[config.mk]
export PLATFORM = sky130hd
export DESIGN_NAME = pksf_judge
export DESIGN_NICKNAME = d
export VERILOG_FILES = /design/src/design/pksf_pkg.sv /design/src/design/pksf_judge.sv
export SDC_FILE = /design/constraint.sdc
export NUM_CORES = 1
export LEC_CHECK = 0
export ABC_AREA = 1
export BUFFER_PORTS_ARGS = -buffer_cell sky130_fd_sc_hd__buf_2
export CAP_MARGIN = 20
export CELL_PAD_IN_SITES_DETAIL_PLACEMENT = 1
export CELL_PAD_IN_SITES_GLOBAL_PLACEMENT = 1
export CORE_UTILIZATION = 26
export DETAILED_ROUTE_END_ITERATION = 6
export GPL_TIMING_DRIVEN = 0
export PLACE_DENSITY = 0.93
export SLEW_MARGIN = 20
export SYNTH_ARGS = -nofsm -noshare
export SYNTH_HDL_FRONTEND = slang
export SYNTH_SLANG_ARGS = --single-unit
[constraint.sdc]
create_clock -name vclk -period 5.2
set_clock_uncertainty 0.05 [all_clocks]
set_input_delay 0.26 -clock vclk [all_inputs]
set_output_delay 0.26 -clock vclk [all_outputs]
set_load 0.01 [all_outputs]
[src/design/pksf_pkg.sv]
// ============================================================================
// pksf_pkg
// Shared types, constants and register codes of the port knock subnet filter.
// ============================================================================
package pksf_pkg;

    // Header capture window and byte counter
    localparam int HEADER_BYTES   = 96;
    localparam int CNT_W          = 7;
    localparam logic [CNT_W-1:0] COUNT_MAX = '1;

    // Subnet bitmap geometry: one byte row of 8 bits per 8 subnets
    localparam int PREFIX_ENTRIES = 65536;
    localparam int ROW_SEL_W      = 5;
    localparam int BM_AW          = $clog2(PREFIX_ENTRIES) + ROW_SEL_W;
    localparam int BM_DEPTH       = PREFIX_ENTRIES * (2 ** ROW_SEL_W);
    localparam logic [BM_AW-1:0] BM_LAST = BM_AW'(BM_DEPTH - 1);

    // Fixed header byte positions (Ethernet + IPv4)
    localparam int POS_ETYPE  = 12;
    localparam int POS_IHL    = 14;
    localparam int POS_PROTO  = 23;
    localparam int POS_SRC    = 26;
    localparam int POS_SRC_C  = 28;
    localparam int POS_DST    = 30;
    localparam int L4_BASE    = 14;

    // Positions relative to the start of the L4 header
    localparam int REL_PORT   = 2;
    localparam int REL_ULEN   = 4;
    localparam int REL_PAY    = 8;
    localparam int REL_FLAGS  = 13;

    // Length limits
    localparam int MIN_IPV4   = 34;
    localparam int UDP_HDR    = 8;
    localparam int KNOCK_END  = 10;
    localparam int TCP_HDR    = 20;

    // Protocol codes and flag bits
    localparam logic [15:0] ETYPE_IPV4 = 16'h0800;
    localparam logic [7:0]  PROTO_UDP  = 8'd17;
    localparam logic [7:0]  PROTO_TCP  = 8'd6;
    localparam int          FLAG_SYN   = 1;
    localparam int          FLAG_ACK   = 4;

    // Configuration port
    localparam int CFG_IDX_W  = 3;
    localparam int CFG_DATA_W = 16;

    typedef enum logic [CFG_IDX_W-1:0] {
        CFG_SERVER_PREFIX  = 3'd0,
        CFG_KNOCK_PORT_LO  = 3'd1,
        CFG_KNOCK_PORT_HI  = 3'd2,
        CFG_KNOCK_UDP_LEN  = 3'd3,
        CFG_GUARDED_PORT   = 3'd4
    } t_cfg_idx;

    localparam logic [15:0] RST_SERVER_PREFIX = 16'h0A01;
    localparam logic [15:0] RST_KNOCK_PORT_LO = 16'd1000;
    localparam logic [15:0] RST_KNOCK_PORT_HI = 16'd2000;
    localparam logic [15:0] RST_KNOCK_UDP_LEN = 16'd10;
    localparam logic [15:0] RST_GUARDED_PORT  = 16'd443;

    typedef struct packed {
        logic [15:0] server_prefix;
        logic [15:0] knock_port_low;
        logic [15:0] knock_port_high;
        logic [15:0] knock_udp_length;
        logic [15:0] guarded_tcp_port;
    } t_cfg;

    // Header fields of one frame, plus its saturated length
    typedef struct packed {
        logic [CNT_W-1:0] len;
        logic [15:0]      etype;
        logic [3:0]       ihl;
        logic [7:0]       proto;
        logic [15:0]      src_key;
        logic [7:0]       src_c;
        logic [15:0]      dst_hi;
        logic [15:0]      l4_port;
        logic [15:0]      udp_len;
        logic [15:0]      payload;
        logic [7:0]       tcp_flags;
    } t_frame;

    // Per-frame decision before the bitmap lookup
    typedef struct packed {
        logic             verdict;
        logic             syn_check;
        logic             knock;
        logic [BM_AW-1:0] bm_addr;
        logic [2:0]       bm_bit;
    } t_decide;

    // Bitmap access request
    typedef struct packed {
        logic             rd_en;
        logic             wr_en;
        logic [BM_AW-1:0] addr;
        logic [2:0]       bit_sel;
    } t_bm_req;

endpackage

[src/design/pksf_judge.sv]
// ============================================================================
// pksf_judge
// Classifies one completed frame and forms its bitmap address.
// ============================================================================
module pksf_judge (
    input  pksf_pkg::t_frame  i_frame,
    input  pksf_pkg::t_cfg    i_cfg,
    output pksf_pkg::t_decide o_decide
);

    logic [pksf_pkg::CNT_W-1:0] off;
    logic [pksf_pkg::CNT_W:0]   len_x;
    logic                       udp_fit;
    logic                       pay_fit;
    logic                       tcp_fit;
    logic                       to_server;
    logic                       port_in;
    logic                       is_ipv4;

    always_comb begin
        off     = pksf_pkg::CNT_W'(pksf_pkg::L4_BASE) + {1'b0, i_frame.ihl, 2'b00};
        len_x   = {1'b0, i_frame.len};
        udp_fit = ({1'b0, off} + (pksf_pkg::CNT_W+1)'(pksf_pkg::UDP_HDR))   <= len_x;
        pay_fit = ({1'b0, off} + (pksf_pkg::CNT_W+1)'(pksf_pkg::KNOCK_END)) <= len_x;
        tcp_fit = ({1'b0, off} + (pksf_pkg::CNT_W+1)'(pksf_pkg::TCP_HDR))   <= len_x;

        to_server = (i_frame.dst_hi == i_cfg.server_prefix);
        port_in   = (i_frame.l4_port >= i_cfg.knock_port_low) &&
                    (i_frame.l4_port <= i_cfg.knock_port_high);
        is_ipv4   = (i_frame.len >= pksf_pkg::CNT_W'(pksf_pkg::MIN_IPV4)) &&
                    (i_frame.etype == pksf_pkg::ETYPE_IPV4);

        o_decide         = '0;
        o_decide.bm_addr = {i_frame.src_key, i_frame.src_c[7:8-pksf_pkg::ROW_SEL_W]};
        o_decide.bm_bit  = i_frame.src_c[2:0];

        if (is_ipv4) begin
            if (i_frame.proto == pksf_pkg::PROTO_UDP) begin
                // Drop knock-range UDP to the server; record a well-formed knock
                if (udp_fit && port_in && to_server) begin
                    o_decide.verdict = 1'b1;
                    o_decide.knock   = (i_frame.udp_len == i_cfg.knock_udp_length) &&
                                       pay_fit && (i_frame.payload == i_frame.l4_port);
                end
            end else if (i_frame.proto == pksf_pkg::PROTO_TCP) begin
                // Cut-off TCP header drops; a guarded SYN waits for the bitmap
                if (!tcp_fit) begin
                    o_decide.verdict = 1'b1;
                end else begin
                    o_decide.syn_check = i_frame.tcp_flags[pksf_pkg::FLAG_SYN] &&
                                         !i_frame.tcp_flags[pksf_pkg::FLAG_ACK] &&
                                         (i_frame.l4_port == i_cfg.guarded_tcp_port) &&
                                         to_server;
                end
            end
        end
    end

endmodule

==> results of run 1 <==
## logic make-up (layout without fill, tap and decap cells)
family / after synthesis / after routing
compound gates: 46 / 46
xor+xnor: 50 / 50
fa+ha+maj: 49 / 49
buf+inv: 116 / 324
simple gates: 197 / 197
## cell usage after synthesis, types with 2 or more instances
master	instances	area, um2
a21oi_1	23	115
buf_4	24	180
clkinv_1	2	7.51
ha_1	49	613
inv_1	79	297
inv_2	11	41.3
nand2_1	95	357
nand3_1	13	65.1
nand4_1	13	81.3
nor2_1	57	214
nor3_1	7	35.0
nor4_1	3	18.8
o21a_1	2	15.0
o21ai_0	4	20.0
o21ai_1	5	25.0
o22ai_1	4	25.0
or2_1	2	12.5
xnor2_1	25	219
xor2_1	25	219
## metal layers
layer | vias up | GRT usage
met5 | - | 0
met4 | 2 | 0.0337
met3 | 18 | 0.0239
met2 | 119 | 0.384
met1 | 1601 | 0.177
li1 | 1838 | -
## layout make-up
class	instances	area, um2
buffer	24	180
fill	1433	6010
multi-input combinational	342	2170
tap	133	166
inverter	92	345
timing repair buffer	208	1040
## power groups by stage
stage	logic, mW	clock network, mW	registers [mW]
floorplan	0.182	0	0
global placement	0.303	0	0
detailed placement	0.319	0	0
CTS	0.320	0	0
global route	0.358	0	0
finish	0.315	0	0
## cell usage in the layout (no fill, tap or decap), types with 5 or more instances in the layout
| cell | count |
|---|---|
| nor2_1 | 57 |
| ha_1 | 49 |
| xnor2_1 | 25 |
| nand4_1 | 13 |
| nand2_1 | 95 |
| a21oi_1 | 23 |
| buf_4 | 24 |
| nand3_1 | 13 |
| inv_1 | 79 |
| buf_2 | 208 |
| inv_2 | 11 |
| nor3_1 | 7 |
| xor2_1 | 25 |
| o21ai_1 | 5 |
## per-stage QoR
step	cells	utilization	hold slack [ps]	power, mW
5_1_grt	799	0.393	657	0.358
3_3_place_gp	799	0.393	653	0.303
6_report	799	0.393	654	0.315
4_1_cts	799	0.393	655	0.320
3_5_place_dp	799	0.393	655	0.319
2_1_floorplan	458	-	562	0.182
## path summary, 6_finish.rpt
path | endpoint | slack (ps) | cells past startpoint
min | o_decide[9] | 650 | 2
max | o_decide[26] | 2070 | 19
## worst max-delay path: cells and delay by family
family | cells | cell delay [ps]
buffers and inverters | 5 | 510
AND/OR/NAND/NOR | 9 | 1120
adder cells (fa/ha/maj) | 2 | 520
AO/OA/AOI/OAI | 3 | 400
==> flow_metrics.env, run 1 <==
export IMPL_cts_hold_buf=0
export IMPL_register_area_um2=0
export IMPL_die_area_um2=10800
export IMPL_hp_class="in2out"
export IMPL_internal_power_uw=154
export IMPL_switchingPower_uw=160
export IMPL_die_h_um=104
export IMPL_path_class="in2out"
export IMPL_clockPowerShare=0
export IMPL_initial_core_util=0.272
export IMPL_hold_viol_final=0
export IMPL_routedWlPerCell_um=12.4
export IMPL_preCtsSetupSlack_ps=2010
export IMPL_synthXorXnorAreaFrac=0.163
export IMPL_drv_cap=0
export IMPL_max_vdd_ir_drop_uv=30.6
export IMPL_syn_area_um2=2690
export IMPL_end_kind="primary output"
export IMPL_cpMostUsedCell="nand2_1"
export IMPL_met3_length_um=543
export IMPL_route_met2_wl_mm=5.42
export IMPL_drt_met1_wl_mm=3.69
export IMPL_drtIter0Drc=39
export IMPL_synth_simple_gate_area_frac=0.313
export IMPL_antenna_cells=0
export IMPL_required_ps=4890
export IMPL_core_area_um2=9910
export IMPL_grt_max_degree=7
export IMPL_seq_area_frac_synth=0
export IMPL_synth_avg_cell_area_um2=5.88
export IMPL_powerDensity_nw_per_um2=80.7
export IMPL_startpoint_type="input port"
export IMPL_numSequentialCells=0
export IMPL_routed_top_layer="met5"
export IMPL_die_w_um=104
export IMPL_slew_violations=0
export IMPL_antenna_found_initial=1
export IMPL_finalInstanceArea_um2=3900
export IMPL_vias=3578
export IMPL_slew_headroom=0.811
export IMPL_syn_num_nets=718
export IMPL_place_congestion=0.809
export IMPL_layout_nets=928
export IMPL_wirelength_mm=9.88
export IMPL_synthAdderAreaFrac=0.228
export IMPL_crit_path_max_incr_delay_ps=280
export IMPL_muxShareOfSynthArea=0
export IMPL_row_count=36
export IMPL_synth_top_family_by_area="simple AND/OR/NAND/NOR gates"
export IMPL_num_clock_buffers=0
export IMPL_placed_area_um2=3900
export IMPL_status="finished, final reports clean"
export IMPL_dp_hpwl_mm=9.39
export IMPL_switching_share=0.509
export IMPL_cp_cell_sequence="buf_2, inv_1, ha_1, or2_1, nand2_2, inv_2, nor2_1, nand2_1, nand2_1, inv_1, ha_1, nand2_1, nand2_1, a21oi_1, a22oi_1, nor2_1, nand3_1, a21oi_1, buf_2"
export IMPL_max_freq_mhz=319
export IMPL_cp_startpoint="i_frame[104]"
export IMPL_synthCells=458
export IMPL_setup_slack_ps=2070
export IMPL_yosys_warnings=0
export IMPL_io_buffer_count=208
export IMPL_grtUsageTotal=0.178
export IMPL_final_setup_tns_ps=0
export IMPL_slowest_stage="ha_1"
export IMPL_min_from="i_frame[81]"
export IMPL_rsz0062_at_grt="false"
export IMPL_grt_pass1_vias=3788
export IMPL_post_cts_setup_buffer_count=0
export IMPL_synth_compound_area_frac=0.101
export IMPL_grt_pass1_wl_mm=16.1
export IMPL_syn_to_final_growth_pct=44.9
export IMPL_cp_max_fo=6
export IMPL_post_route_period_util=0.602
export IMPL_ios=238
export IMPL_worst_pin_slew_ps=281
export IMPL_ys_types=34
export IMPL_final_setup_viol_count=0
export IMPL_ctsResizeCount=0
export IMPL_arrival_ps=2820
export IMPL_vias_per_cell=4.48
export IMPL_combPwrFrac=1.000
export IMPL_drive_above_1_share=0.375
export IMPL_min_period_ps=3130
export IMPL_drt_pass1_iterations=4
export IMPL_seqPwrFrac=0
export IMPL_leakage_nw=2.42
export IMPL_gr_total_overflow=0
export IMPL_drc=0
export IMPL_antenna_left=0
Power figures use the tool's default switching activity.
==> inputs of run 2 (changes only) <==
Settings changed: CORE_UTILIZATION 26 to 24, PLACE_DENSITY 0.93 to 0.87.
Clock period 5.2 ns to 3.15 ns, I/O delays scaled along.
==> run 2 against run 1 <==
Effect of this change:
- clock-buffer cell count unchanged
- first-iteration DRC count increased by 79%
- routed wire length increased by 1.1%
- worst setup slack got worse by 1700 ps
- flip-flop and latch count unchanged
- total power increased by 66%
- non-clock buffer count unchanged
- hold slack got worse by 210 ps
- sequential share of layout area unchanged
- die area increased by 8.2%
- critical path depth unchanged
- via count decreased by 0.45%
- highest routed layer is now met4
==> flow_metrics.env, run 2 (synthesis gave the netlist of run 1 again) <==
export IMPL_status="finished, final reports clean"
export IMPL_cp_max_fo=6
export IMPL_antenna_found_initial=0
export IMPL_die_h_um=108
export IMPL_final_setup_viol_count=0
export IMPL_hp_class="in2out"
export IMPL_slew_violations=0
export IMPL_antenna_cells=0
export IMPL_path_class="in2out"
export IMPL_final_common_cell="buf_2"
export IMPL_slowest_stage="ha_1"
export IMPL_initial_core_util=0.247
export IMPL_drtIter0Drc=70
export IMPL_core_area_um2=10900
export IMPL_cp_startpoint="i_frame[104]"
export IMPL_crit_cells=19
export IMPL_cts_hold_buf=0
export IMPL_vias_per_cell=4.42
export IMPL_row_count=38
export IMPL_drv_cap=0
export IMPL_post_cts_setup_buffer_count=0
export IMPL_place_congestion=0.814
export IMPL_gr_total_overflow=0
export IMPL_endpoint="o_decide[26]"
export IMPL_drc=0
export IMPL_die_w_um=108
export IMPL_grtUsageTotal=0.169
export IMPL_hold_viol_final=0
export IMPL_routedWlPerCell_um=12.4
export IMPL_num_clock_buffers=0
export IMPL_grt_pass1_vias=3628
export IMPL_vias=3562
export IMPL_startpoint_type="input port"
export IMPL_cpMostUsedCell="nand2_1"
export IMPL_dp_hpwl_mm=9.49
export IMPL_cp_cell_sequence="buf_2, inv_1, ha_1, or2_1, nand2_4, inv_2, nor2_1, nand2_1, nand2_1, inv_1, ha_1, nand2_1, nand2_1, a21oi_1, a22oi_1, nor2_2, nand3_2, a21oi_1, buf_2"
export IMPL_required_ps=2940
export IMPL_arrival_ps=2610
export IMPL_grt_max_degree=7
export IMPL_register_area_um2=0
export IMPL_antenna_left=0
export IMPL_max_vdd_ir_drop_uv=48.3
export IMPL_drt_pass1_iterations=5
export IMPL_drive_above_1_share=0.380
export IMPL_grt_pass1_wl_mm=15.8
export IMPL_fin_total_pwr_uw=522
export IMPL_syn_to_final_growth_pct=45.7
export IMPL_crit_path_max_incr_delay_ps=280
export IMPL_ios=238
export IMPL_slew_headroom=0.807
export IMPL_post_route_period_util=0.894
export IMPL_die_area_um2=11600
export IMPL_worst_pin_slew_ps=287
export IMPL_powerDensity_nw_per_um2=133
export IMPL_layout_nets=928
export IMPL_max_freq_mhz=355
export IMPL_leakage_nw=2.42
export IMPL_rsz0062_at_grt="false"
export IMPL_critPathTopFamily="simple AND/OR/NAND/NOR gates"
export IMPL_numSequentialCells=0
export IMPL_end_kind="primary output"
export IMPL_min_period_ps=2820
export IMPL_wirelength_mm=9.99
export IMPL_critPathBufInv=5
export IMPL_final_cell_mix="buf_2 (208), nand2_1 (95), inv_1 (79)"
export IMPL_final_setup_tns_ps=0
export IMPL_io_buffer_count=208
==> run 2: changes by cell type in the layout (fill, tap and decap cells not counted) <==
| cell | change |
|---|---|
| nand2_2 | -1 |
| nand2_4 | +1 |
| nand3_1 | -1 |
| nand3_2 | +1 |
| nor2_1 | -2 |
| nor2_2 | +2 |
==> run 2: through the flow <==
step | util | instance area, um2 | hold slack, ps | worst slack (ps) | instances
final | 0.360 | 3920 | 448 | 334 | 806
after floorplan | - | 2690 | 357 | 885 | 458
after CTS | 0.359 | 3910 | 449 | 214 | 806
after detailed placement | 0.359 | 3910 | 449 | 222 | 806
after global routing | 0.360 | 3920 | 452 | 38.8 | 806
after global placement | 0.359 | 3910 | 448 | 223 | 806
==> run 2: how the worst min path moves through the flow <==
stage	slack, ps	from	cells after the start	to
after global placement	450	i_frame[81]	2	o_decide[9]
final	450	i_frame[81]	2	o_decide[9]
after global routing	450	i_frame[87]	2	o_decide[15]
after floorplan	360	i_frame[72]	1	o_decide[0]
after detailed placement	450	i_frame[81]	2	o_decide[9]
after CTS	450	i_frame[81]	2	o_decide[9]
==> run 2: per-layer routing <==
| layer | vias up | GRT usage | share of wire |
|---|---|---|---|
| li1 | 1833 | - | - |
| met3 | 8 | 0.0157 | 0.057 |
| met2 | 129 | 0.353 | 0.55 |
| met1 | 1592 | 0.185 | 0.39 |
| met4 | 0 | 0.0186 | 0.011 |
| met5 | - | 0 | 0 |
==> run 2: where the power goes <==
group          total, mW  switching, mW  internal [mW]
clock network          0              0              0
logic              0.522          0.267          0.255
registers              0              0              0
==> run 2: timing repair <==
item	4_1_cts	5_1_grt
endpoints found under the setup margin	0	2
hold endpoints to repair	0	0
resized for setup	0	4
==> run 2: area by class of cell <==
| type | count | area, um2 |
|---|---|---|
| Timing Repair Buffer | 208 | 1040 |
| Tap cell | 140 | 175 |
| Multi-Input combinational cell | 342 | 2180 |
| Inverter | 92 | 345 |
| Buffer | 24 | 180 |
| Fill cell | 1522 | 6970 |
