==> config.mk <==
export PLATFORM = sky130hd
export DESIGN_NAME = pksf_capture
export DESIGN_NICKNAME = d
export VERILOG_FILES = /design/src/design/pksf_pkg.sv /design/src/design/pksf_capture.sv
export SDC_FILE = /design/constraint.sdc
export NUM_CORES = 1
export LEC_CHECK = 0
export ABC_CLOCK_PERIOD_IN_PS = 2600
export BUFFER_PORTS_ARGS = -buffer_cell sky130_fd_sc_hd__buf_2
export CAP_MARGIN = 20
export CORE_ASPECT_RATIO = 1.2
export CORE_MARGIN = 2
export CORE_UTILIZATION = 49
export CTS_CLUSTER_DIAMETER = 60
export DETAILED_ROUTE_END_ITERATION = 10
export GPL_ROUTABILITY_DRIVEN = 0
export HOLD_SLACK_MARGIN = 0.12
export PLACE_DENSITY_LB_ADDON = 0.12
export SLEW_MARGIN = 5
export SYNTH_ARGS = -nofsm -noshare
export SYNTH_HDL_FRONTEND = slang
export SYNTH_SLANG_ARGS = --single-unit
==> constraint.sdc <==
create_clock -name i_clk -period 2.6 [get_ports i_clk]
set_clock_uncertainty 0.05 [all_clocks]
set_input_delay 0 -clock i_clk [delete_from_list [all_inputs] [get_ports i_clk]]
set_output_delay 0 -clock i_clk [all_outputs]
set_load 0.05 [all_outputs]
==> src/design/pksf_pkg.sv <==
// ============================================================================
// pksf_pkg
// Shared types, constants and register codes of the port knock subnet filter.
// ============================================================================
package pksf_pkg;

    // Header capture window and byte counter
    localparam int HEADER_BYTES   = 96;
    localparam int CNT_W          = 7;
    localparam logic [CNT_W-1:0] COUNT_MAX = '1;

    // Subnet bitmap geometry: one byte row of 8 bits per 8 subnets
    localparam int PREFIX_ENTRIES = 65536;
    localparam int ROW_SEL_W      = 5;
    localparam int BM_AW          = $clog2(PREFIX_ENTRIES) + ROW_SEL_W;
    localparam int BM_DEPTH       = PREFIX_ENTRIES * (2 ** ROW_SEL_W);
    localparam logic [BM_AW-1:0] BM_LAST = BM_AW'(BM_DEPTH - 1);

    // Fixed header byte positions (Ethernet + IPv4)
    localparam int POS_ETYPE  = 12;
    localparam int POS_IHL    = 14;
    localparam int POS_PROTO  = 23;
    localparam int POS_SRC    = 26;
    localparam int POS_SRC_C  = 28;
    localparam int POS_DST    = 30;
    localparam int L4_BASE    = 14;

    // Positions relative to the start of the L4 header
    localparam int REL_PORT   = 2;
    localparam int REL_ULEN   = 4;
    localparam int REL_PAY    = 8;
    localparam int REL_FLAGS  = 13;

    // Length limits
    localparam int MIN_IPV4   = 34;
    localparam int UDP_HDR    = 8;
    localparam int KNOCK_END  = 10;
    localparam int TCP_HDR    = 20;

    // Protocol codes and flag bits
    localparam logic [15:0] ETYPE_IPV4 = 16'h0800;
    localparam logic [7:0]  PROTO_UDP  = 8'd17;
    localparam logic [7:0]  PROTO_TCP  = 8'd6;
    localparam int          FLAG_SYN   = 1;
    localparam int          FLAG_ACK   = 4;

    // Configuration port
    localparam int CFG_IDX_W  = 3;
    localparam int CFG_DATA_W = 16;

    typedef enum logic [CFG_IDX_W-1:0] {
        CFG_SERVER_PREFIX  = 3'd0,
        CFG_KNOCK_PORT_LO  = 3'd1,
        CFG_KNOCK_PORT_HI  = 3'd2,
        CFG_KNOCK_UDP_LEN  = 3'd3,
        CFG_GUARDED_PORT   = 3'd4
    } t_cfg_idx;

    localparam logic [15:0] RST_SERVER_PREFIX = 16'h0A01;
    localparam logic [15:0] RST_KNOCK_PORT_LO = 16'd1000;
    localparam logic [15:0] RST_KNOCK_PORT_HI = 16'd2000;
    localparam logic [15:0] RST_KNOCK_UDP_LEN = 16'd10;
    localparam logic [15:0] RST_GUARDED_PORT  = 16'd443;

    typedef struct packed {
        logic [15:0] server_prefix;
        logic [15:0] knock_port_low;
        logic [15:0] knock_port_high;
        logic [15:0] knock_udp_length;
        logic [15:0] guarded_tcp_port;
    } t_cfg;

    // Header fields of one frame, plus its saturated length
    typedef struct packed {
        logic [CNT_W-1:0] len;
        logic [15:0]      etype;
        logic [3:0]       ihl;
        logic [7:0]       proto;
        logic [15:0]      src_key;
        logic [7:0]       src_c;
        logic [15:0]      dst_hi;
        logic [15:0]      l4_port;
        logic [15:0]      udp_len;
        logic [15:0]      payload;
        logic [7:0]       tcp_flags;
    } t_frame;

    // Per-frame decision before the bitmap lookup
    typedef struct packed {
        logic             verdict;
        logic             syn_check;
        logic             knock;
        logic [BM_AW-1:0] bm_addr;
        logic [2:0]       bm_bit;
    } t_decide;

    // Bitmap access request
    typedef struct packed {
        logic             rd_en;
        logic             wr_en;
        logic [BM_AW-1:0] addr;
        logic [2:0]       bit_sel;
    } t_bm_req;

endpackage

==> src/design/pksf_capture.sv <==
// ============================================================================
// pksf_capture
// Byte counter and on-the-fly capture of the header fields of one frame.
// ============================================================================
module pksf_capture (
    input  logic                  i_clk,
    input  logic                  i_rst_n,
    input  logic                  i_accept,
    input  logic [7:0]            i_frame_byte,
    input  logic                  i_frame_end,
    output pksf_pkg::t_frame      o_frame
);

    logic [pksf_pkg::CNT_W-1:0] r_cnt;
    logic [pksf_pkg::CNT_W-1:0] n_cnt;
    pksf_pkg::t_frame           r_hdr;
    pksf_pkg::t_frame           n_hdr;
    logic [pksf_pkg::CNT_W-1:0] off;
    logic [pksf_pkg::CNT_W-1:0] rel;
    logic                       in_store;
    logic                       l4_hit;

    // Place each beat into the header fields it belongs to
    always_comb begin
        n_hdr    = r_hdr;
        in_store = {1'b0, r_cnt} < 8'(pksf_pkg::HEADER_BYTES);
        off      = pksf_pkg::CNT_W'(pksf_pkg::L4_BASE) + {1'b0, r_hdr.ihl, 2'b00};
        l4_hit   = in_store && (r_cnt >= off);
        rel      = r_cnt - off;

        if (in_store) begin
            case (r_cnt)
                pksf_pkg::CNT_W'(pksf_pkg::POS_ETYPE):     n_hdr.etype[15:8]  = i_frame_byte;
                pksf_pkg::CNT_W'(pksf_pkg::POS_ETYPE + 1): n_hdr.etype[7:0]   = i_frame_byte;
                pksf_pkg::CNT_W'(pksf_pkg::POS_IHL):       n_hdr.ihl = i_frame_byte[3:0];
                pksf_pkg::CNT_W'(pksf_pkg::POS_PROTO):     n_hdr.proto = i_frame_byte;
                pksf_pkg::CNT_W'(pksf_pkg::POS_SRC):       n_hdr.src_key[15:8] = i_frame_byte;
                pksf_pkg::CNT_W'(pksf_pkg::POS_SRC + 1):   n_hdr.src_key[7:0]  = i_frame_byte;
                pksf_pkg::CNT_W'(pksf_pkg::POS_SRC_C):     n_hdr.src_c = i_frame_byte;
                pksf_pkg::CNT_W'(pksf_pkg::POS_DST):       n_hdr.dst_hi[15:8] = i_frame_byte;
                pksf_pkg::CNT_W'(pksf_pkg::POS_DST + 1):   n_hdr.dst_hi[7:0]  = i_frame_byte;
                default: ;
            endcase
        end

        // L4 fields; a short IHL lets them overlap the IP header
        if (l4_hit) begin
            case (rel)
                pksf_pkg::CNT_W'(pksf_pkg::REL_PORT):     n_hdr.l4_port[15:8] = i_frame_byte;
                pksf_pkg::CNT_W'(pksf_pkg::REL_PORT + 1): n_hdr.l4_port[7:0]  = i_frame_byte;
                pksf_pkg::CNT_W'(pksf_pkg::REL_ULEN):     n_hdr.udp_len[15:8] = i_frame_byte;
                pksf_pkg::CNT_W'(pksf_pkg::REL_ULEN + 1): n_hdr.udp_len[7:0]  = i_frame_byte;
                pksf_pkg::CNT_W'(pksf_pkg::REL_PAY):      n_hdr.payload[15:8] = i_frame_byte;
                pksf_pkg::CNT_W'(pksf_pkg::REL_PAY + 1):  n_hdr.payload[7:0]  = i_frame_byte;
                pksf_pkg::CNT_W'(pksf_pkg::REL_FLAGS):    n_hdr.tcp_flags = i_frame_byte;
                default: ;
            endcase
        end

        // Saturate the length
        n_cnt       = (r_cnt == pksf_pkg::COUNT_MAX) ? r_cnt : r_cnt + 1'b1;
        n_hdr.len   = n_cnt;
        o_frame     = n_hdr;
    end

    // Hold captured fields; they are only read up to the frame length
    always_ff @(posedge i_clk) begin
        if (i_accept) begin
            r_hdr <= n_hdr;
        end
    end

    // Advance the byte counter, restart on the final beat
    always_ff @(posedge i_clk) begin
        if (!i_rst_n) begin
            r_cnt <= '0;
        end else if (i_accept) begin
            r_cnt <= i_frame_end ? '0 : n_cnt;
        end
    end

endmodule

==> run_results.csv, run 1 <==
group,metric,value,unit
worst_setup_path,critical_path.max_stage_delay,0.40,ns
floorplan,row_count,44,
worst_setup_path,cp-end-kind,"output port",
worst_hold_path,holdPathStages,2,
route,drtIter0Drc,153,
grt,overflow,0,
synth,ys_seq_area_frac,0.630,
timing,maxSlewHeadroom,0.695,
route,dr.pass1.iters,4,
synth,ys.flop_type,"edfxtp_1",
floorplan,core_region_area,0.0122,mm^2
power_and_ir_drop,internal_power,4360,uW
route,avgViaCountPerCell,5.33,
grt,grt_usage,0.228,
synth,netlist_area,0.00613,mm^2
floorplan,die_w,106,um
placed_design,dpl.cell_count,692,
cells_and_area,syn_to_final_growth,46.3,%
synth,synth.distinct_cells,42,
route,num_vias,4058,
power_and_ir_drop,power.switching,1550,uW
route,drt_wl_total,15500,um
power_and_ir_drop,p_comb_frac,0.162,
placed_design,portBuffers,142,
grt,grt_max_degree,67,
synth,synthCells,378,
worst_setup_path,cp_top_family,"buffers and inverters",
cts,clock-sinks,131,
synth,synthArstFlopShare,0,
power_and_ir_drop,clockPowerShare,0.420,
cts,clk_latency,0.41,ns
worst_setup_path,r2r_cells,13,
power_and_ir_drop,power,5910,uW
route,drc,0,
floorplan,fp.dieArea,0.0134,mm^2
cells_and_area,final_cells,761,
timing,setup_ws,-0.553,ns
synth,synth_edf_count,124,
route,wl_per_cell,20.3,um
timing,grt_setup_unrepaired,"yes",
cells_and_area,num_antenna_cells,0,
worst_hold_path,hp-class,"in -> reg",
cts,h-tree-depth,4,
timing,hold_slack,0.173,ns
run,drv_cap,0,
worst_setup_path,worstSetupPathType,"reg -> out",
synth,syn-num-nets,401,
power_and_ir_drop,pwr-share-seq,0.418,
timing,tns,-43.05,ns
cells_and_area,drive_gt1_frac,0.633,
synth,syn_avg_cell_area,16.2,um^2
cts,cts_made_buffers,17,
cts,cts_tree,"built",
worst_setup_path,cpMaxStageDelayCell,"edfxtp_1",
synth,ys_warn_count,0,
floorplan,die_height,127,um
cts,clk_pin_slew,0.06,ns
cts,cts-root-buf,"clkbuf_16",
timing,setup_viol,112,
timing,hold_viol,0,
timing,worst_pin_slew,0.458,ns
timing,slew_viol_final,0,
worst_setup_path,worst_ep_arrival_time,3.10,ns
placed_design,pre_cts_ws,-0.417,ns
timing,post-route-period-util,1.21,
power_and_ir_drop,p_leak,0.00363,uW
grt,grt_pass1_vias,4226,
synth,synth_area_leader_cell,"edfxtp_1",
worst_setup_path,required,2.55,ns
synth,ys_seq_elements,131,
cts,clockBufferDepth,2,
power_and_ir_drop,p_sw_frac,0.262,
grt,antenna_found_initial,0,
run_status,violations,"setup timing",
run_status,outcome,"finished, violations left",
worst_setup_path,cp_max_fo,8,
synth,synthTopCellsByArea,"edfxtp_1 (61%), mux2_2 (23%), dfxtp_1 (2.3%)",
timing,clock.fmax,317,MHz
timing,min_period,3.15,ns
worst_setup_path,start_kind,"flop",
power_and_ir_drop,vdd_ir_drop_max,0.457,mV
worst_setup_path,path_buf_inv,4,
synth,synth.most_common_cell,"edfxtp_1",
worst_setup_path,crit_cells,12,
grt,grt_pass1_wl,23200,um
route,final_antenna_net_count,0,
cells_and_area,finalNetCount,610,
worst_setup_path,path_cells,"inv_1, ha_2, xor2_1, ha_1, a21oi_2, and4b_1, o22ai_4, buf_6, nor4_4, buf_12, mux2_4, buf_8",
placed_design,post-dp-hpwl,9840,um
floorplan,ioPinCount,143,
synth,yosys-top-cells-count,"edfxtp_1 (124), mux2_2 (123), nand2_1 (21)",
floorplan,start_util,0.504,
synth,yosysTopAreaCellShare,0.607,
power_and_ir_drop,power_density,659,mW/mm^2
## cell type report
| cell class | instances | area (um^2) |
|---|---|---|
| multi-input cells | 228 | 2470 |
| well taps | 161 | 201 |
| inverters | 6 | 22.5 |
| clock buffers | 18 | 429 |
| clock inverters | 14 | 186 |
| flip-flops and latches | 131 | 3860 |
| repair buffers | 203 | 1790 |
| fillers | 761 | 3200 |
## per-layer routing
| metal | wire length, um | GRT usage |
|---|---|---|
| met1 | 6490 | 0.279 |
| met2 | 7810 | 0.383 |
| met3 | 863 | 0.0658 |
| met4 | 318 | 0.0882 |
| met5 | 0 | 0 |
## worst reg2reg max path, cell delays in order (launching register included)
cell and delay (ns):
edfxtp_1 0.40, inv_1 0.09, ha_2 0.18, xor2_1 0.15
ha_1 0.29, a21oi_2 0.17, and4b_1 0.26, o22ai_4 0.14
buf_4 0.18, nor3_4 0.16, buf_12 0.17, mux2_4 0.33
buf_4 0.14, buf_6 0.10
## cells in the final DEF (no fill, tap or decap), types with 4 or more instances in the layout
cell,Yosys,final
dlygate4sd3_1,0,5
clkbuf_4,0,11
buf_2,1,73
nand2_1,21,14
a21oi_1,6,5
mux2_2,123,70
mux2_4,0,55
buf_4,0,31
edfxtp_1,124,124
nand3_1,6,6
inv_1,6,6
buf_8,0,17
buf_12,0,7
dfxtp_1,7,7
ha_1,10,7
bufinv_16,0,4
clkbuf_16,0,17
nand2_2,2,8
nor2_1,6,5
buf_6,0,59
nor3_4,5,5
and2_1,4,4
nand3b_1,4,4
## power groups by stage
| stage | sequential [uW] | clock (uW) | combinational, uW |
|---|---|---|---|
| CTS | 2470 | 2510 | 921 |
| global route | 2480 | 2600 | 994 |
| global placement | 2510 | 0 | 805 |
| floorplan | 2500 | 0 | 596 |
| detailed placement | 2510 | 0 | 813 |
| finish | 2470 | 2480 | 955 |
## metrics by stage
step	utilization	area, um^2
floorplan	-	6320
global placement	0.608	7390
detailed placement	0.608	7390
CTS	0.716	8710
global route	0.737	8960
finish	0.737	8960
## path summary, 6_finish.rpt
check,start,end,slack [ns]
setup / recovery,r_hdr[105],o_frame[10],-0.55
hold / removal,i_frame_byte[4],r_hdr[4],0.17
setup reg to reg,r_hdr[105],r_hdr[30],-0.45
hold reg to reg,r_hdr[61],r_hdr[61],0.51
## sequential cells by signal, indices dropped and copies added, names as in the netlist
| signal | flops |
|---|---|
| r_cnt | 7 |
| r_hdr | 124 |
## cells by family after synthesis
family	synth area share
AND/OR/NAND/NOR	0.0716
adder cells (fa/ha/maj)	0.0237
buffers and inverters	0.0118
multiplexers	0.230
XOR/XNOR	0.00857
flip-flops	0.630
AO/OA/AOI/OAI	0.0243
## repair_timing
item                                    CTS  global route
pin swaps                                 5             7
setup buffers                            18            14
hold endpoints to repair                 31             0
gates resized for setup                 140            42
hold buffers                              5             0
endpoints found under the setup margin  136           155
Power figures use the tool's default switching activity.
==> run 2, diff against run 1 <==
CORE_ASPECT_RATIO = 0.5   (was 1.2)
==> run 2 against run 1 <==
Net effect:
- the run still ends with setup timing left
- register-to-register slack improved by 0.15 ns
- fmax rose by 1.7%
- wire length fell by 1.4%
- cell count fell by 0.79%
- critical path type unchanged
- non-clock buffer count fell by 9
==> run_results.csv, run 2 (synthesis results as in run 1) <==
group,metric,value,unit
run_status,outcome,"finished, violations left",
grt,antenna_found_initial,0,
route,drt_wl_total,15300,um
cells_and_area,syn_to_final_growth,43.9,%
worst_setup_path,r2r_cells,12,
power_and_ir_drop,vdd_ir_drop_max,0.431,mV
worst_setup_path,worstSetupPathType,"reg -> out",
cells_and_area,num_antenna_cells,0,
worst_hold_path,hp-class,"in -> reg",
cts,cts_made_buffers,17,
worst_setup_path,cpMaxStageDelayCell,"edfxtp_1",
route,num_vias,4010,
route,drc,0,
grt,grt_pass1_vias,4057,
worst_setup_path,worst_ep_arrival_time,3.05,ns
timing,maxSlewHeadroom,0.657,
timing,worst_pin_slew,0.514,ns
placed_design,dpl.cell_count,688,
grt,grt_usage,0.227,
timing,slew_viol_final,0,
cells_and_area,largest_reg_flops,124,
floorplan,die_w,162,um
run,drv_cap,0,
route,dr.pass1.iters,5,
timing,clock.fmax,323,MHz
floorplan,core_region_area,0.0120,mm^2
worst_setup_path,path_cells,"inv_1, ha_2, xor2_1, ha_1, a21oi_2, and4b_1, o22ai_4, buf_12, nor4_4, buf_12, mux2_4, buf_8",
timing,setup_viol,112,
route,wl_per_cell,20.2,um
timing,tns,-34.19,ns
floorplan,start_util,0.510,
floorplan,die_height,83.1,um
worst_setup_path,critical_path.max_stage_delay,0.39,ns
cts,clockBufferDepth,2,
worst_setup_path,cp_common_cell,"buf_12",
timing,grt_setup_unrepaired,"yes",
cts,cts_tree,"built",
power_and_ir_drop,power_density,640,mW/mm^2
placed_design,post-dp-hpwl,9860,um
floorplan,fp.dieArea,0.0135,mm^2
cells_and_area,final_cells,755,
run_status,violations,"setup timing",
placed_design,portBuffers,142,
timing,hold_viol,0,
worst_setup_path,required,2.55,ns
worst_setup_path,r2r_slack,-0.30,ns
cts,clk_latency,0.41,ns
cells_and_area,largest-register,"r_hdr",
grt,grt_max_degree,75,
cts,clk_pin_slew,0.06,ns
worst_setup_path,start_kind,"flop",
floorplan,ioPinCount,143,
route,avgViaCountPerCell,5.31,
cells_and_area,mostFrequentLayoutCells,"edfxtp_1 (124), buf_2 (80), mux2_2 (69), mux2_4 (56), buf_6 (53)",
cells_and_area,finalNetCount,601,
cts,cts-root-buf,"clkbuf_16",
cells_and_area,top_regs,"r_hdr x124, r_cnt x7",
cells_and_area,layout_commonest_cell,"edfxtp_1",
cells_and_area,drive_gt1_frac,0.625,
grt,grt_pass1_wl,23200,um
worst_setup_path,cp_max_fo,8,
cts,clock-sinks,131,
floorplan,row_count,28,
cts,h-tree-depth,4,
timing,post-route-period-util,1.19,
timing,setup_ws,-0.500,ns
power_and_ir_drop,p_leak,0.00356,uW
route,final_antenna_net_count,0,
timing,hold_slack,0.156,ns
worst_setup_path,cp-end-kind,"output port",
route,drtIter0Drc,234,
worst_hold_path,holdPathStages,2,
timing,min_period,3.10,ns
grt,overflow,0,
[run 2: cell types whose count changed in the layout (fill, tap and decap cells not counted), moves of 5 or more]
cell	delta
buf_2	+7
buf_4	-5
buf_6	-6
clkbuf_4	-10
[run 2: path summary, 6_finish.rpt]
| path | end | startpoint |
|---|---|---|
| max | o_frame[8] | r_hdr[105] |
| min | r_hdr[31] | i_frame_byte[7] |
| max reg2reg | r_hdr[8] | r_hdr[105] |
| min reg2reg | r_hdr[91] | r_hdr[91] |
[run 2: timing repair]
item / 4_1_cts / 5_1_grt
hold buffers: 5 / 0
gates resized for setup: 147 / 32
setup endpoints to repair: 133 / 155
setup buffers: 23 / 12
endpoints found under the hold margin: 39 / 0
pin swaps: 12 / 13
[run 2: worst max-delay path: cells and delay by family, from the launching register on]
| kind | cells | cell delay (ns) |
|---|---|---|
| adders and majority gates | 2 | 0.45 |
| muxes | 1 | 0.33 |
| and+or+nand+nor | 2 | 0.44 |
| buffers and inverters | 4 | 0.59 |
| AOI/OAI and AO/OA | 2 | 0.28 |
| xor gates and xnor gates | 1 | 0.16 |
| DFF | 1 | 0.39 |
[run 2: metrics by stage]
stage / instance area [um^2] / setup slack [ns] / power (uW) / util
2_1_floorplan: 6320 / -0.292 / 3100 / -
3_3_place_gp: 7340 / -0.357 / 3310 / 0.611
3_5_place_dp: 7340 / -0.436 / 3320 / 0.611
4_1_cts: 8680 / -0.639 / 5640 / 0.722
5_1_grt: 8820 / -0.658 / 5820 / 0.734
6_report: 8820 / -0.500 / 5640 / 0.734
[run 2: area by class of cell]
| cell class | instances | area [um^2] |
|---|---|---|
| Clock buffer | 18 | 429 |
| Clock inverter | 13 | 113 |
| Fill cell | 784 | 3200 |
| Inverter | 6 | 22.5 |
| Multi-Input combinational cell | 228 | 2450 |
| Sequential cell | 131 | 3860 |
| Tap cell | 165 | 206 |
| Timing Repair Buffer | 194 | 1730 |
[run 2: where the power goes]
group          internal [uW]  leakage [uW]  switching [uW]
logic                    324       0.00203             631
clock network           1310      0.000264             913
registers               2440       0.00127            30.9
total                   4070       0.00356            1580
[run 2: metal layers]
metal / global-route usage / vias to the layer above / wire length, um
met2: 0.338 / 140 / 6840
met5: 0 / - / 0
met4: 0.0507 / 0 / 91
li1: - / 1865 / -
met3: 0.0764 / 11 / 1070
met1: 0.323 / 1994 / 7270
==> run 3, diff against run 2 <==
CORE_ASPECT_RATIO = 1.25   (was 0.5)
SLEW_MARGIN = 20   (was 5)
==> run 3 against run 2 <==
Net effect:
- register-to-register slack got worse by 0.08 ns
- non-clock buffer count is 1 higher
- clock power rose by 3%
- via count is 1.4% higher
- sequential share of layout area fell by 0.070 points
- sequential cell count did not move
- core utilization fell by 0.78 points
- the run still ends with setup timing left
- wire length unchanged
- cell count stayed put
- first-iteration DRC count shrank 32%
- largest cell class unchanged
==> run_results.csv, run 3 (synthesis results as in run 1) <==
group,metric,value,unit
run_status,outcome,"finished, violations left",
run_status,violations,"setup timing",
cells_and_area,mostFrequentLayoutCells,"edfxtp_1 (124), buf_2 (84), mux2_2 (69), mux2_4 (56), buf_6 (52)",
cells_and_area,fillCellCount,825,
route,num_vias,4065,
grt,grt_usage,0.235,
worst_setup_path,r2r_cells,12,
placed_design,pre_cts_ws,-0.394,ns
floorplan,core_region_area,0.0122,mm^2
power_and_ir_drop,pwr-share-seq,0.434,
grt,grt_pass1_wl,23600,um
cells_and_area,num_antenna_cells,0,
worst_hold_path,min_from,"i_frame_byte[7]",
cts,clk_latency,0.42,ns
timing,hold_slack,0.125,ns
timing,clock.fmax,316,MHz
route,drc,0,
timing,hold_viol,0,
cts,h-tree-depth,4,
cells_and_area,multi_input_area,0.00247,mm^2
floorplan,die_w,104,um
worst_setup_path,r2r-start,"r_hdr[105]",
cts,cts_made_buffers,17,
cells_and_area,syn_to_final_growth,44.1,%
power_and_ir_drop,p_sw_frac,0.270,
grt,grt_max_degree,41,
floorplan,start_util,0.504,
cells_and_area,largest_reg_flops,124,
worst_setup_path,r2r-end,"r_hdr[10]",
placed_design,post-dp-hpwl,9940,um
cells_and_area,drive_gt1_frac,0.628,
route,final_antenna_net_count,0,
grt,antenna_found_initial,0,
cells_and_area,finalNetCount,602,
power_and_ir_drop,vdd_ir_drop_max,0.552,mV
power_and_ir_drop,p_leak,0.00356,uW
floorplan,fp.dieArea,0.0134,mm^2
route,dr.pass1.iters,4,
worst_hold_path,hp-class,"in -> reg",
timing,setup_viol,112,
cts,clk_pin_slew,0.06,ns
worst_setup_path,required,2.55,ns
worst_setup_path,worstSetupPathType,"reg -> out",
route,wl_per_cell,20.2,um
power_and_ir_drop,power_density,645,mW/mm^2
route,avgViaCountPerCell,5.38,
worst_setup_path,r2r_slack,-0.38,ns
power_and_ir_drop,internal_power,4160,uW
cells_and_area,top_regs,"r_hdr x124, r_cnt x7",
route,drt_wl_total,15300,um
cells_and_area,largest-register,"r_hdr",
cells_and_area,regArea,0.00386,mm^2
floorplan,ioPinCount,143,
placed_design,placed_area,0.00743,mm^2
timing,maxSlewHeadroom,0.635,
power_and_ir_drop,clockPowerShare,0.401,
route,drtIter0Drc,160,
worst_setup_path,cp-end-kind,"output port",
cells_and_area,final_util,0.726,
timing,grt_setup_unrepaired,"yes",
worst_setup_path,start_kind,"flop",
timing,setup_ws,-0.566,ns
cells_and_area,stdcell_area,0.00883,mm^2
cts,cts_tree,"built",
floorplan,row_count,45,
power_and_ir_drop,p_comb_frac,0.166,
cells_and_area,layout_commonest_cell,"edfxtp_1",
worst_setup_path,cp_max_fo,8,
worst_setup_path,worst_ep_arrival_time,3.12,ns
grt,grt_pass1_vias,4163,
run,drv_cap,0,
timing,min_period,3.17,ns
worst_hold_path,holdPathStages,2,
grt,overflow,0,
cts,clockBufferDepth,2,
cts,clock-sinks,131,
timing,post-route-period-util,1.22,
timing,worst_pin_slew,0.547,ns
worst_hold_path,hold_path_end,"r_hdr[15]",
floorplan,die_height,129,um
placed_design,portBuffers,142,
timing,slew_viol_final,0,
cts,cts-root-buf,"clkbuf_16",
power_and_ir_drop,power.switching,1540,uW
-- run 3: cell count changes in the layout (fill, tap and decap cells not counted), moves of 2 or more --
cell | before | now
buf_2 | 80 | 84
buf_8 | 20 | 16
clkinvlp_4 | 2 | 5
clkinv_2 | 4 | 2
clkinv_4 | 3 | 1
nand2_1 | 17 | 15
-- run 3: power by group through the flow --
stage	combinational [uW]	sequential, uW	clock, uW
floorplan	596	2500	0
global placement	810	2500	0
detailed placement	819	2510	0
CTS	944	2470	2330
global route	987	2480	2420
finish	944	2470	2280
-- run 3: how the worst max path moves through the flow --
stage                    start           to  slack, ns  cells past startpoint
floorplan           r_hdr[104]    r_hdr[10]      -0.29                      9
global placement    r_hdr[104]    r_hdr[26]      -0.31                     10
detailed placement  r_hdr[104]    r_hdr[25]      -0.39                      9
CTS                 r_hdr[104]  o_frame[14]      -0.57                     12
global route        r_hdr[105]   o_frame[7]      -0.70                     13
finish              r_hdr[105]  o_frame[13]      -0.57                     12
-- run 3: area by class of cell --
class | instances | area share
tap | 164 | 0.0232
multi-input combinational | 228 | 0.279
timing repair buffer | 195 | 0.193
clock buffer | 19 | 0.0490
sequential | 131 | 0.437
clock inverter | 12 | 0.0152
inverter | 6 | 0.00255
-- run 3: per-stage QoR --
step	power, uW	std cells	TNS, ns
floorplan	3100	378	-11.49
global placement	3310	696	-22.12
detailed placement	3330	696	-32.30
CTS	5740	755	-41.12
global route	5880	755	-55.90
finish	5700	755	-41.83
-- run 3: routing by layer --
| metal | wire length, um | global-route usage | up-vias |
|---|---|---|---|
| met2 | 7560 | 0.399 | 148 |
| met5 | 0 | 0 | - |
| met4 | 383 | 0.0994 | 0 |
| met3 | 938 | 0.0704 | 30 |
| li1 | - | - | 1860 |
| met1 | 6390 | 0.282 | 2027 |
-- run 3: worst max-delay path, stage by stage, from the launching register on --
cell	delay (ns)
edfxtp_1	0.41
inv_1	0.08
ha_2	0.18
xor2_1	0.15
ha_1	0.29
a21oi_2	0.15
and4b_1	0.26
o22ai_4	0.11
buf_12	0.15
nor4_4	0.25
buf_12	0.18
mux2_4	0.32
buf_6	0.16
-- run 3: repair_timing --
item                                    4_1_cts  5_1_grt
hold buffers                                  5        0
resized for setup                           156        6
hold endpoints to repair                     38        0
pin swaps                                     8        0
endpoints found under the setup margin      155      180
buffers inserted                             23        0
